File: src/rtl/core/assert_macros.svh
// assertion helpers shared by the rtl
`ifndef ASSERT_MACROS_SVH
`define ASSERT_MACROS_SVH

// condition must hold at every clock out of reset
`define IPT_ASSERT(name, expr, msg) \
    name: assert property (@(posedge clk) disable iff (!rst_n) (expr)) else $error(msg);

// when ante holds, cons must hold in the same cycle
`define IPT_ASSERT_IMPL(name, ante, cons, msg) \
    name: assert property (@(posedge clk) disable iff (!rst_n) (ante) |-> (cons)) \
        else $error(msg);

`endif

File: src/rtl/core/ipt_pkg.sv
package ipt_pkg;

    localparam int FRAMES      = 128;
    localparam int PAGE_BITS   = 20;
    localparam int IDX_W       = $clog2(FRAMES);
    localparam int FRAME_IN_W  = 8;
    localparam int FOUND_W     = 7;
    localparam int IN_TDATA_W  = 32;
    localparam int OUT_TDATA_W = 16;

    typedef enum logic
    {
        OP_INSERT = 1'b0,
        OP_LOOKUP = 1'b1
    } opcode_t;

    typedef enum logic [1:0]
    {
        ST_INSERTED = 2'd0,
        ST_FOUND    = 2'd1,
        ST_FAULT    = 2'd2,
        ST_RANGE    = 2'd3
    } status_t;

    typedef enum logic [1:0]
    {
        S_IDLE,
        S_SCAN,
        S_RESP
    } state_t;

    typedef struct packed
    {
        opcode_t                 opcode;
        logic [PAGE_BITS-1:0]    page;
        logic [FRAME_IN_W-1:0]   frame;
    } req_t;

    typedef struct packed
    {
        status_t                 status;
        logic [FOUND_W-1:0]      found_frame;
    } res_t;

    typedef struct packed
    {
        logic                    we;
        logic [IDX_W-1:0]        addr;
        logic [PAGE_BITS-1:0]    data;
    } ram_wr_t;

endpackage

File: src/rtl/core/ipt_page_ram.sv
module ipt_page_ram
    import ipt_pkg::*;
(
    input  logic                 clk,
    input  ram_wr_t              wr,
    input  logic [IDX_W-1:0]     rd_addr,
    output logic [PAGE_BITS-1:0] rd_data
);

    // page number stored per frame, contents undefined until written
    logic [PAGE_BITS-1:0] mem [FRAMES];
    logic [PAGE_BITS-1:0] rd_data_reg;

    always_ff @(posedge clk)
    begin
        if (wr.we)
        begin
            mem[wr.addr] <= wr.data;
        end
        rd_data_reg <= mem[rd_addr];
    end

    assign rd_data = rd_data_reg;

endmodule

File: src/rtl/core/ipt_scan_ctrl.sv
`include "assert_macros.svh"

module ipt_scan_ctrl
    import ipt_pkg::*;
(
    input  logic                 clk,
    input  logic                 rst_n,
    input  logic                 req_valid,
    output logic                 req_ready,
    input  req_t                 req,
    output ram_wr_t              ram_wr,
    output logic [IDX_W-1:0]     ram_rd_addr,
    input  logic [PAGE_BITS-1:0] ram_rd_data,
    output logic                 res_valid,
    input  logic                 res_ready,
    output res_t                 res
);

    localparam logic [IDX_W-1:0] LAST_IDX = IDX_W'(FRAMES - 1);

    state_t               state_reg, state_next;
    logic [IDX_W-1:0]     idx_reg, idx_next;
    logic                 issue_done_reg, issue_done_next;
    logic                 cmp_valid_reg, cmp_valid_next;
    logic [IDX_W-1:0]     cmp_idx_reg, cmp_idx_next;
    logic                 occ_q_reg, occ_q_next;
    logic [PAGE_BITS-1:0] page_reg, page_next;
    status_t              status_reg, status_next;
    logic [IDX_W-1:0]     found_idx_reg, found_idx_next;
    logic [FRAMES-1:0]    occ_reg;
    logic                 in_range;
    logic                 hit;

    assign in_range = 32'(req.frame) < 32'(FRAMES);
    assign hit      = cmp_valid_reg && occ_q_reg && (ram_rd_data == page_reg);

    assign ram_rd_addr = idx_reg;
    assign res.status      = status_reg;
    assign res.found_frame = FOUND_W'(found_idx_reg);

    always_comb
    begin
        state_next      = state_reg;
        idx_next        = idx_reg;
        issue_done_next = issue_done_reg;
        cmp_valid_next  = 1'b0;
        cmp_idx_next    = idx_reg;
        occ_q_next      = occ_reg[idx_reg];
        page_next       = page_reg;
        status_next     = status_reg;
        found_idx_next  = found_idx_reg;
        req_ready       = 1'b0;
        res_valid       = 1'b0;
        ram_wr.we       = 1'b0;
        ram_wr.addr     = IDX_W'(req.frame);
        ram_wr.data     = req.page;

        unique case (state_reg)
            S_IDLE:
            begin
                req_ready = 1'b1;
                if (req_valid)
                begin
                    page_next       = req.page;
                    found_idx_next  = '0;
                    idx_next        = '0;
                    issue_done_next = 1'b0;
                    if (req.opcode == OP_INSERT)
                    begin
                        state_next = S_RESP;
                        if (in_range)
                        begin
                            ram_wr.we   = 1'b1;
                            status_next = ST_INSERTED;
                        end
                        else
                        begin
                            status_next = ST_RANGE;
                        end
                    end
                    else
                    begin
                        state_next  = S_SCAN;
                        status_next = ST_FAULT;
                    end
                end
            end

            S_SCAN:
            begin
                // issue one frame read per cycle, compare its data in the next cycle
                if (!issue_done_reg)
                begin
                    cmp_valid_next = 1'b1;
                    if (idx_reg == LAST_IDX)
                    begin
                        issue_done_next = 1'b1;
                    end
                    else
                    begin
                        idx_next = idx_reg + 1'b1;
                    end
                end
                if (hit)
                begin
                    status_next    = ST_FOUND;
                    found_idx_next = cmp_idx_reg;
                    cmp_valid_next = 1'b0;
                    state_next     = S_RESP;
                end
                else if (cmp_valid_reg && (cmp_idx_reg == LAST_IDX))
                begin
                    cmp_valid_next = 1'b0;
                    state_next     = S_RESP;
                end
            end

            S_RESP:
            begin
                res_valid = 1'b1;
                if (res_ready)
                begin
                    state_next = S_IDLE;
                end
            end

            default:
            begin
                state_next = S_IDLE;
            end
        endcase
    end

    always_ff @(posedge clk or negedge rst_n)
    begin
        if (!rst_n)
        begin
            state_reg      <= S_IDLE;
            issue_done_reg <= 1'b0;
            cmp_valid_reg  <= 1'b0;
            occ_reg        <= '0;
        end
        else
        begin
            state_reg      <= state_next;
            issue_done_reg <= issue_done_next;
            cmp_valid_reg  <= cmp_valid_next;
            if (ram_wr.we)
            begin
                occ_reg[ram_wr.addr] <= 1'b1;
            end
        end
    end

    always_ff @(posedge clk)
    begin
        idx_reg       <= idx_next;
        cmp_idx_reg   <= cmp_idx_next;
        occ_q_reg     <= occ_q_next;
        page_reg      <= page_next;
        status_reg    <= status_next;
        found_idx_reg <= found_idx_next;
    end

    `IPT_ASSERT_IMPL(a_found_is_occupied, res_valid && (res.status == ST_FOUND), occ_reg[found_idx_reg], "found frame is not occupied")
    `IPT_ASSERT_IMPL(a_no_write_in_scan, state_reg != S_IDLE, !ram_wr.we, "table written outside idle")
    `IPT_ASSERT_IMPL(a_cmp_only_in_scan, cmp_valid_reg, state_reg == S_SCAN, "compare pending outside scan")

endmodule

File: src/rtl/core/inverted_page_table_lookup.sv
// inverted page table: one entry per physical frame, lookups scan frames from 0 upward
// insert: request taken in idle, result passes the resp state and then the output register
// lookup: one frame compared per cycle through the page ram read port;
//   a hit ends the scan at that frame, a fault only after frame FRAMES-1 has been compared
// one request in flight; a lookup frees the input once its result leaves the resp state
// async active-low reset clears all occupied marks and the control state, no clearing pass
module inverted_page_table_lookup
    import ipt_pkg::*;
(
    input  logic                   clk,
    input  logic                   rst_n,
    input  logic                   s_axis_tvalid,
    output logic                   s_axis_tready,
    // opcode [0], page [20:1], frame [28:21], zero [31:29]
    input  logic [IN_TDATA_W-1:0]  s_axis_tdata,
    output logic                   m_axis_tvalid,
    input  logic                   m_axis_tready,
    // status [1:0], found_frame [8:2], zero [15:9]
    output logic [OUT_TDATA_W-1:0] m_axis_tdata
);

    req_t                 req;
    res_t                 res;
    logic                 res_valid;
    logic                 res_ready;
    ram_wr_t              ram_wr;
    logic [IDX_W-1:0]     ram_rd_addr;
    logic [PAGE_BITS-1:0] ram_rd_data;

    // output register decouples the result from the scan sequencer
    logic                 out_valid_reg;
    res_t                 out_res_reg;

    // unpack the request word
    assign req.opcode = opcode_t'(s_axis_tdata[0]);
    assign req.page   = s_axis_tdata[PAGE_BITS:1];
    assign req.frame  = s_axis_tdata[PAGE_BITS+FRAME_IN_W:PAGE_BITS+1];

    // sequencer may hand over a result when the output slot is free or draining
    assign res_ready = !out_valid_reg || m_axis_tready;

    ipt_scan_ctrl u_ctrl
    (
        .clk         (clk),
        .rst_n       (rst_n),
        .req_valid   (s_axis_tvalid),
        .req_ready   (s_axis_tready),
        .req         (req),
        .ram_wr      (ram_wr),
        .ram_rd_addr (ram_rd_addr),
        .ram_rd_data (ram_rd_data),
        .res_valid   (res_valid),
        .res_ready   (res_ready),
        .res         (res)
    );

    // page numbers per frame, one write and one registered read per cycle
    ipt_page_ram u_ram
    (
        .clk     (clk),
        .wr      (ram_wr),
        .rd_addr (ram_rd_addr),
        .rd_data (ram_rd_data)
    );

    always_ff @(posedge clk or negedge rst_n)
    begin
        if (!rst_n)
        begin
            out_valid_reg <= 1'b0;
        end
        else if (res_ready)
        begin
            out_valid_reg <= res_valid;
        end
    end

    always_ff @(posedge clk)
    begin
        if (res_ready && res_valid)
        begin
            out_res_reg <= res;
        end
    end

    assign m_axis_tvalid = out_valid_reg;
    assign m_axis_tdata  = {(OUT_TDATA_W - FOUND_W - 2)'(0),
                            out_res_reg.found_frame, out_res_reg.status};

endmodule
File: config.mk
export PLATFORM = sky130hd
export DESIGN_NAME = inverted_page_table_lookup
export DESIGN_NICKNAME = d
export VERILOG_FILES = /design/src/rtl/core/ipt_pkg.sv /design/src/rtl/core/ipt_page_ram.sv /design/src/rtl/core/ipt_scan_ctrl.sv /design/src/rtl/core/inverted_page_table_lookup.sv
export VERILOG_INCLUDE_DIRS = /design/src /design/src/rtl/core
export SDC_FILE = /design/constraint.sdc
export NUM_CORES = 2
export LEC_CHECK = 0
export BUFFER_PORTS_ARGS = -buffer_cell sky130_fd_sc_hd__clkbuf_2
export CORE_MARGIN = 8
export CORE_UTILIZATION = 50
export CTS_BUF_LIST = sky130_fd_sc_hd__clkbuf_4
export CTS_CLUSTER_SIZE = 14
export DETAILED_ROUTE_END_ITERATION = 16
export PLACE_DENSITY = 0.78
export SLEW_MARGIN = 0
export SYNTH_ARGS = -nofsm -noshare
export SYNTH_HDL_FRONTEND = slang
export SYNTH_SLANG_ARGS = --single-unit
File: constraint.sdc
create_clock -name clk -period 4.6 [get_ports clk]
set_clock_uncertainty 0.05 [all_clocks]
set_input_delay 0.69 -clock clk [delete_from_list [all_inputs] [get_ports clk]]
set_output_delay 0.69 -clock clk [all_outputs]
set_load 0.05 [all_outputs]
# After elaboration in Yosys (flattened, before gate mapping)
# Memory sizes are Yosys's and may differ from the RTL's. A register that Yosys moved wholly into a read port is not among the register bits.
# Cells that the tools add are included.
dict set report classes {
  addsub 1
  reduce_logical 14
  muxes 37
  bitwise 1
  magnitude_cmp 4
  eq_ne 11
}
# op n
set ops {}
lappend ops {{128-bit OR} 1}
lappend ops {{7-bit two-way mux} 4}
lappend ops {{7-bit one-hot mux with 2 select lines} 2}
lappend ops {{20-bit equality test} 1}
lappend ops {{2-bit two-way mux} 9}
lappend ops {{1-bit two-way mux} 17}
lappend ops {{7-bit by 8-bit < comparator with 1-bit output (second input constant)} 2}
lappend ops {{7-bit equality test (second input constant)} 2}
lappend ops {{8-bit < comparator (second input constant)} 1}
lappend ops {{2-bit != test (second input constant)} 4}
lappend ops {{7-bit by 1-bit adder with 7-bit output (second input constant)} 1}
lappend ops {{1-bit binary-select mux with 7-bit select} 1}
lappend ops {{1-bit demux with 7-bit select} 1}
lappend ops {{7-bit by 1-bit >= comparator with 1-bit output (second input constant)} 1}
lappend ops {{2-bit one-hot mux with 3 select lines} 1}
lappend ops {{3-bit AND reduction} 2}
lappend ops {{1-bit logical AND} 5}
lappend ops {{2-bit one-hot mux with 2 select lines} 1}
lappend ops {{2-bit AND reduction} 2}
lappend ops {{4-bit AND reduction} 1}
lappend ops {{3-bit by 1-bit != test with 1-bit output (second input constant)} 1}
lappend ops {{2-bit by 1-bit equality test with 1-bit output (second input constant)} 1}
lappend ops {{2-bit equality test (second input constant)} 1}
lappend ops {{2-bit zero test} 1}
lappend ops {{5 further kinds} 5}
dict set report totals {
  output_inout_bits 18
  n_memories 1
  inputBits 36
  mem_bits_rw 2560
  wordCells 82
  register_bits 186
}
# name words width rd rd_clocked_by_memory_dff write_ports line
set mem_list {}
lappend mem_list {u_ram.mem 128 20 1 1 1 ipt_page_ram.sv:11} ;# logic [PAGE_BITS-1:0] mem [FRAMES];

# Logic depth before layout (Yosys ltp)
dict set report logic_depth {
  ltp_word 7
  ltp_mapped 11
  ltp_nobuf 6
}

# Cells and area by module
# A second synthesis with hierarchy kept.
dict set report unflattened {
  cells_unflattened 4410
  hier_area_um2 106065.5
}
# module area_per_inst_um2 seq_area_each_um2 instances cells_each
set modules_own_cells {}
lappend modules_own_cells {ipt_page_ram 97956.4 77274.1 1 3812}
lappend modules_own_cells {ipt_scan_ctrl 7728.7 4544.4 1 577}
lappend modules_own_cells {inverted_page_table_lookup 380.4 295.3 1 21}

# Worst setup path before layout
# No wires, ideal clock.
dict set report synth_path {
  path_type {input to register}
  startpoint {input port s_axis_tvalid}
  endpoint {memory u_ram.mem[112][0] (enable)}
  slack_ns -0.184
  setup_time_ns 0.397
  n_path_buf 1
  cell_stages 7
  arrival_ns 4.338
  t_required_ns 4.153
  cell_sequence {nor3b_1 > and2_1 > nand2_1 > nor2_1 > nand3_1 > clkbuf_1 > nor2_1}
}
dict set report synth_via {
  elab_chain_len 4
}
# element line
set synth_lines {}
lappend synth_lines {{start, declared} inverted_page_table_lookup.sv:12} ;# input logic s_axis_tvalid,
lappend synth_lines {{1-bit two-way mux} ipt_scan_ctrl.sv:62} ;# if (req_valid)
lappend synth_lines {{1-bit two-way mux} ipt_scan_ctrl.sv:58} ;# unique case (state_reg)
lappend synth_lines {{1-bit two-way mux} ipt_page_ram.sv:16} ;# if (wr.we)
lappend synth_lines {{1-bit two-way mux (implied by the code)} ipt_page_ram.sv:18} ;# mem[wr.addr] <= wr.data;
lappend synth_lines {{end, declared} ipt_page_ram.sv:11}
# No other way between the ends.

==> summary.md <==
| Metric | Value |
|---|---|
| Commonest non-fill, non-tap cell in the layout | edfxtp_1 |
| MaxCap Viol Count | 1 |
| Total power | 65800 uW |
| CP max stage delay | 0.74 ns |
| Post-route minimum period | 3.59 ns |
| Largest register FFs | 2560 |
| Startpoint Class | flop |
| Clk buf depth | 4 |
| RR Endpoint | u_ram.rd_data[0]$_DFF_P_ |
| Nets | 5465 |
| Yosys cell types | 54 |
| Total GRT Usage | 22.0% |
| # Post-CTS Setup Buffers | 0 |
| Outcome | finished, violations left |
| Initial Util | 50.1% |
| Drt pass-1 iters | 6 |
| Metal-1 WL | 92000 um |
| Worst slew pin tran | 1.47 ns |
| Slew headroom | 2.03% |
| CP Data Arrival Time | 4.87 ns |
| Total grt overflow | 0 |
| Critical Path, Cell by Cell | buf_12, buf_4, buf_12, mux4_2, mux2i_1, a211oi_1, o221ai_1, a2bb2oi_1 |
| Max frequency | 0.279 GHz |
| Remaining DRCs | 0 |
| Setup tns final | 0 ns |
| R2R Path Start | u_ctrl.ram_rd_addr[0]$_SDFFCE_PN0P_ |
| Die Ht | 476 um |
| WS Path Type | flop to flop |
| Hold Crit Class | input port to flop |
| Hold-fix buffers, CTS | 35 |
| Routed via count | 53600 |
| Final hold violations | 0 |
| Post-synth EDFFs | 2605 |
| CP startpoint | u_ctrl.ram_rd_addr[0]$_SDFFCE_PN0P_ |
| CTS tree | built |
| CP endpoint | u_ram.rd_data[0]$_DFF_P_ |
| Area Growth Syn to Fin | 12.9% |
| Port bufs | 43 |
| Clk root buf | clkbuf_4 |
| Vias in the first global route | 55400 |
| Post-synthesis cell area | 106000 sq um |
| Largest net degree at the start of global routing | 100 |
| Final Slew Violations | 0 |
| Post-synthesis sequential area ratio | 77.5% |
| ANT nets after route | 0 |
| Commonest non-fill, non-tap cells in the layout | edfxtp_1, clkbuf_4, mux4_2, buf_4, dfrtp_1 |
| Commonest register cell after synthesis | edfxtp_1 |
| Via density | 6.14 |
| Worst vdd ir | 0.736 mV |
| Met2 WL | 122000 um |
| Detailed Place HPWL | 147000 um |
| Worst setup EP type | flop |
| Routed wire length | 255000 um |
| Final Util | 56.5% |
| Share of cells above drive strength 1 | 39.5% |
| First-pass GRT wire length | 370000 um |
| Core Area | 211000 sq um |
| Clock sinks | 2766 |
| Rows | 169 |
| FF-to-FF setup slack | 1.01 ns |
| Setup Viol. Count Final | 0 |
| Worst-skew pair later-pin latency | 1.38 ns |
| CTS Buf Count | 664 |
| Post-CTS Resized | 0 |
| Synthesized area per cell | 22.7 sq um |
| Met3 wire length | 29200 um |
| Die area | 227000 sq um |
| Async set-reset flop share out of synthesis | 4.81% |
| Post-Synthesis Cells | 4664 |
| Failing checks | max-capacitance violations |
| Unrepaired setup endpoints after global routing | no |
| YS warnings | 0 |
| Die width | 476 um |
| Top cell by count, worst path | buf_12 |
| FF-to-FF path depth | 8 |
| Leakage | 0.0392 uW |
| WL per Instance | 29.2 um |
| Placer Congestion | 0.844 |
| Total I/O pin count | 54 |
| Clock transition at path regs | 0.07 ns |
| Post-route clock period utilization | 77.9% |
| Seq cells post-synth | 2766 |
| H-tree Lvls | 6 |
| Worst-path fanout max | 32 |
| Max layer used | met5 |
| Iteration-0 DRC Markers | 6798 |
| Antenna violations before repair | 12 |
| Slowest stage cell on the critical path | a211oi_1 |
| Pwr Density | 550 nW/um^2 |
| Worst Path Required | 5.89 ns |
[power breakdown]
part | internal, uW | switching [uW]
clock | 10100 | 9310
sequential | 27900 | 253
combinational | 7750 | 10400
[synthesized netlist by cell type (all sizes together), types with 20 or more instances]
cell type  count  area, sq um
a211oi        50          375
a21oi         58          290
a22oi         48          360
and2          28          175
buf          178         1300
clkbuf        78          293
dfrtp        133         3330
dfxtp         28          561
edfxtp      2605        78200
mux2          35          394
mux2i        122         1220
mux4         715        16100
nand2         42          158
nor2         182          683
o211ai        32          240
o21ai         20          100
o21bai        32          240
o22ai         22          138
or2           99          619
[final cells by class]
cell class	count	area [sq um]
Multi-Input combinational cell	1643	22600
Inverter	5	26.3
Timing Repair Buffer	348	3080
Sequential cell	2766	82100
Clock inverter	161	842
Tap cell	2821	3530
Fill cell	14900	91900
Clock buffer	980	7360
Antenna cell	10	25.0
[per-stage QoR]
| step | area, sq um | hold slack [ns] | instances | setup slack, ns |
|---|---|---|---|---|
| detailed placement | 111000 | 0.355 | 7548 | 1.09 |
| finish | 120000 | 0.212 | 8734 | 1.01 |
| global placement | 111000 | 0.355 | 7548 | 1.09 |
| global route | 120000 | 0.123 | 8728 | 0.928 |
| CTS | 120000 | 0.0518 | 8724 | 0.827 |
| floorplan | 106000 | 0.293 | 4670 | 0.676 |
[worst min-delay path by stage]
stage / startpoint / to / depth (start not counted)
after floorplan: u_ctrl.ram_rd_addr[2]$_SDFFCE_PN0P_ / u_ctrl.cmp_idx_reg[2]$_DFF_P_ / 0
after global placement: u_ctrl.status_reg[1]$_SDFFCE_PP0P_ / m_axis_tdata[1]$_DFFE_PP_ / 0
after detailed placement: u_ctrl.status_reg[1]$_SDFFCE_PP0P_ / m_axis_tdata[1]$_DFFE_PP_ / 0
after CTS: s_axis_tdata[25] / u_ram.mem[79][6]$_DFFE_PP_ / 6
after global routing: s_axis_tdata[25] / u_ram.mem[79][6]$_DFFE_PP_ / 6
final: s_axis_tdata[27] / u_ram.mem[79][6]$_DFFE_PP_ / 5
[worst max-delay path, delay by kind of cell, from the launching register on]
| kind | cells | cell delay, ns |
|---|---|---|
| multiplexers | 2 | 0.38 |
| AO/OA/AOI/OAI | 3 | 1.54 |
| flip-flops | 1 | 0.65 |
| buffers and inverters | 3 | 0.89 |
[layer usage]
layer / up-vias / track usage, %
met2: 3565 / 34.5
met1: 27900 / 28.9
met4: 2 / 10.2
met3: 577 / 6.05
met5: - / 0
li1: 21600 / -
[cell families after synthesis]
group / share of synthesized area (%)
AO/OA/AOI/OAI: 2.07
adder cells (fa/ha/maj): 0.0118
AND/OR/NAND/NOR: 1.95
other: 0.00354
multiplexers: 16.7
flip-flops: 77.5
XOR/XNOR: 0.198
buffers and inverters: 1.52
Note: power is estimated with default switching activity, not from simulation.
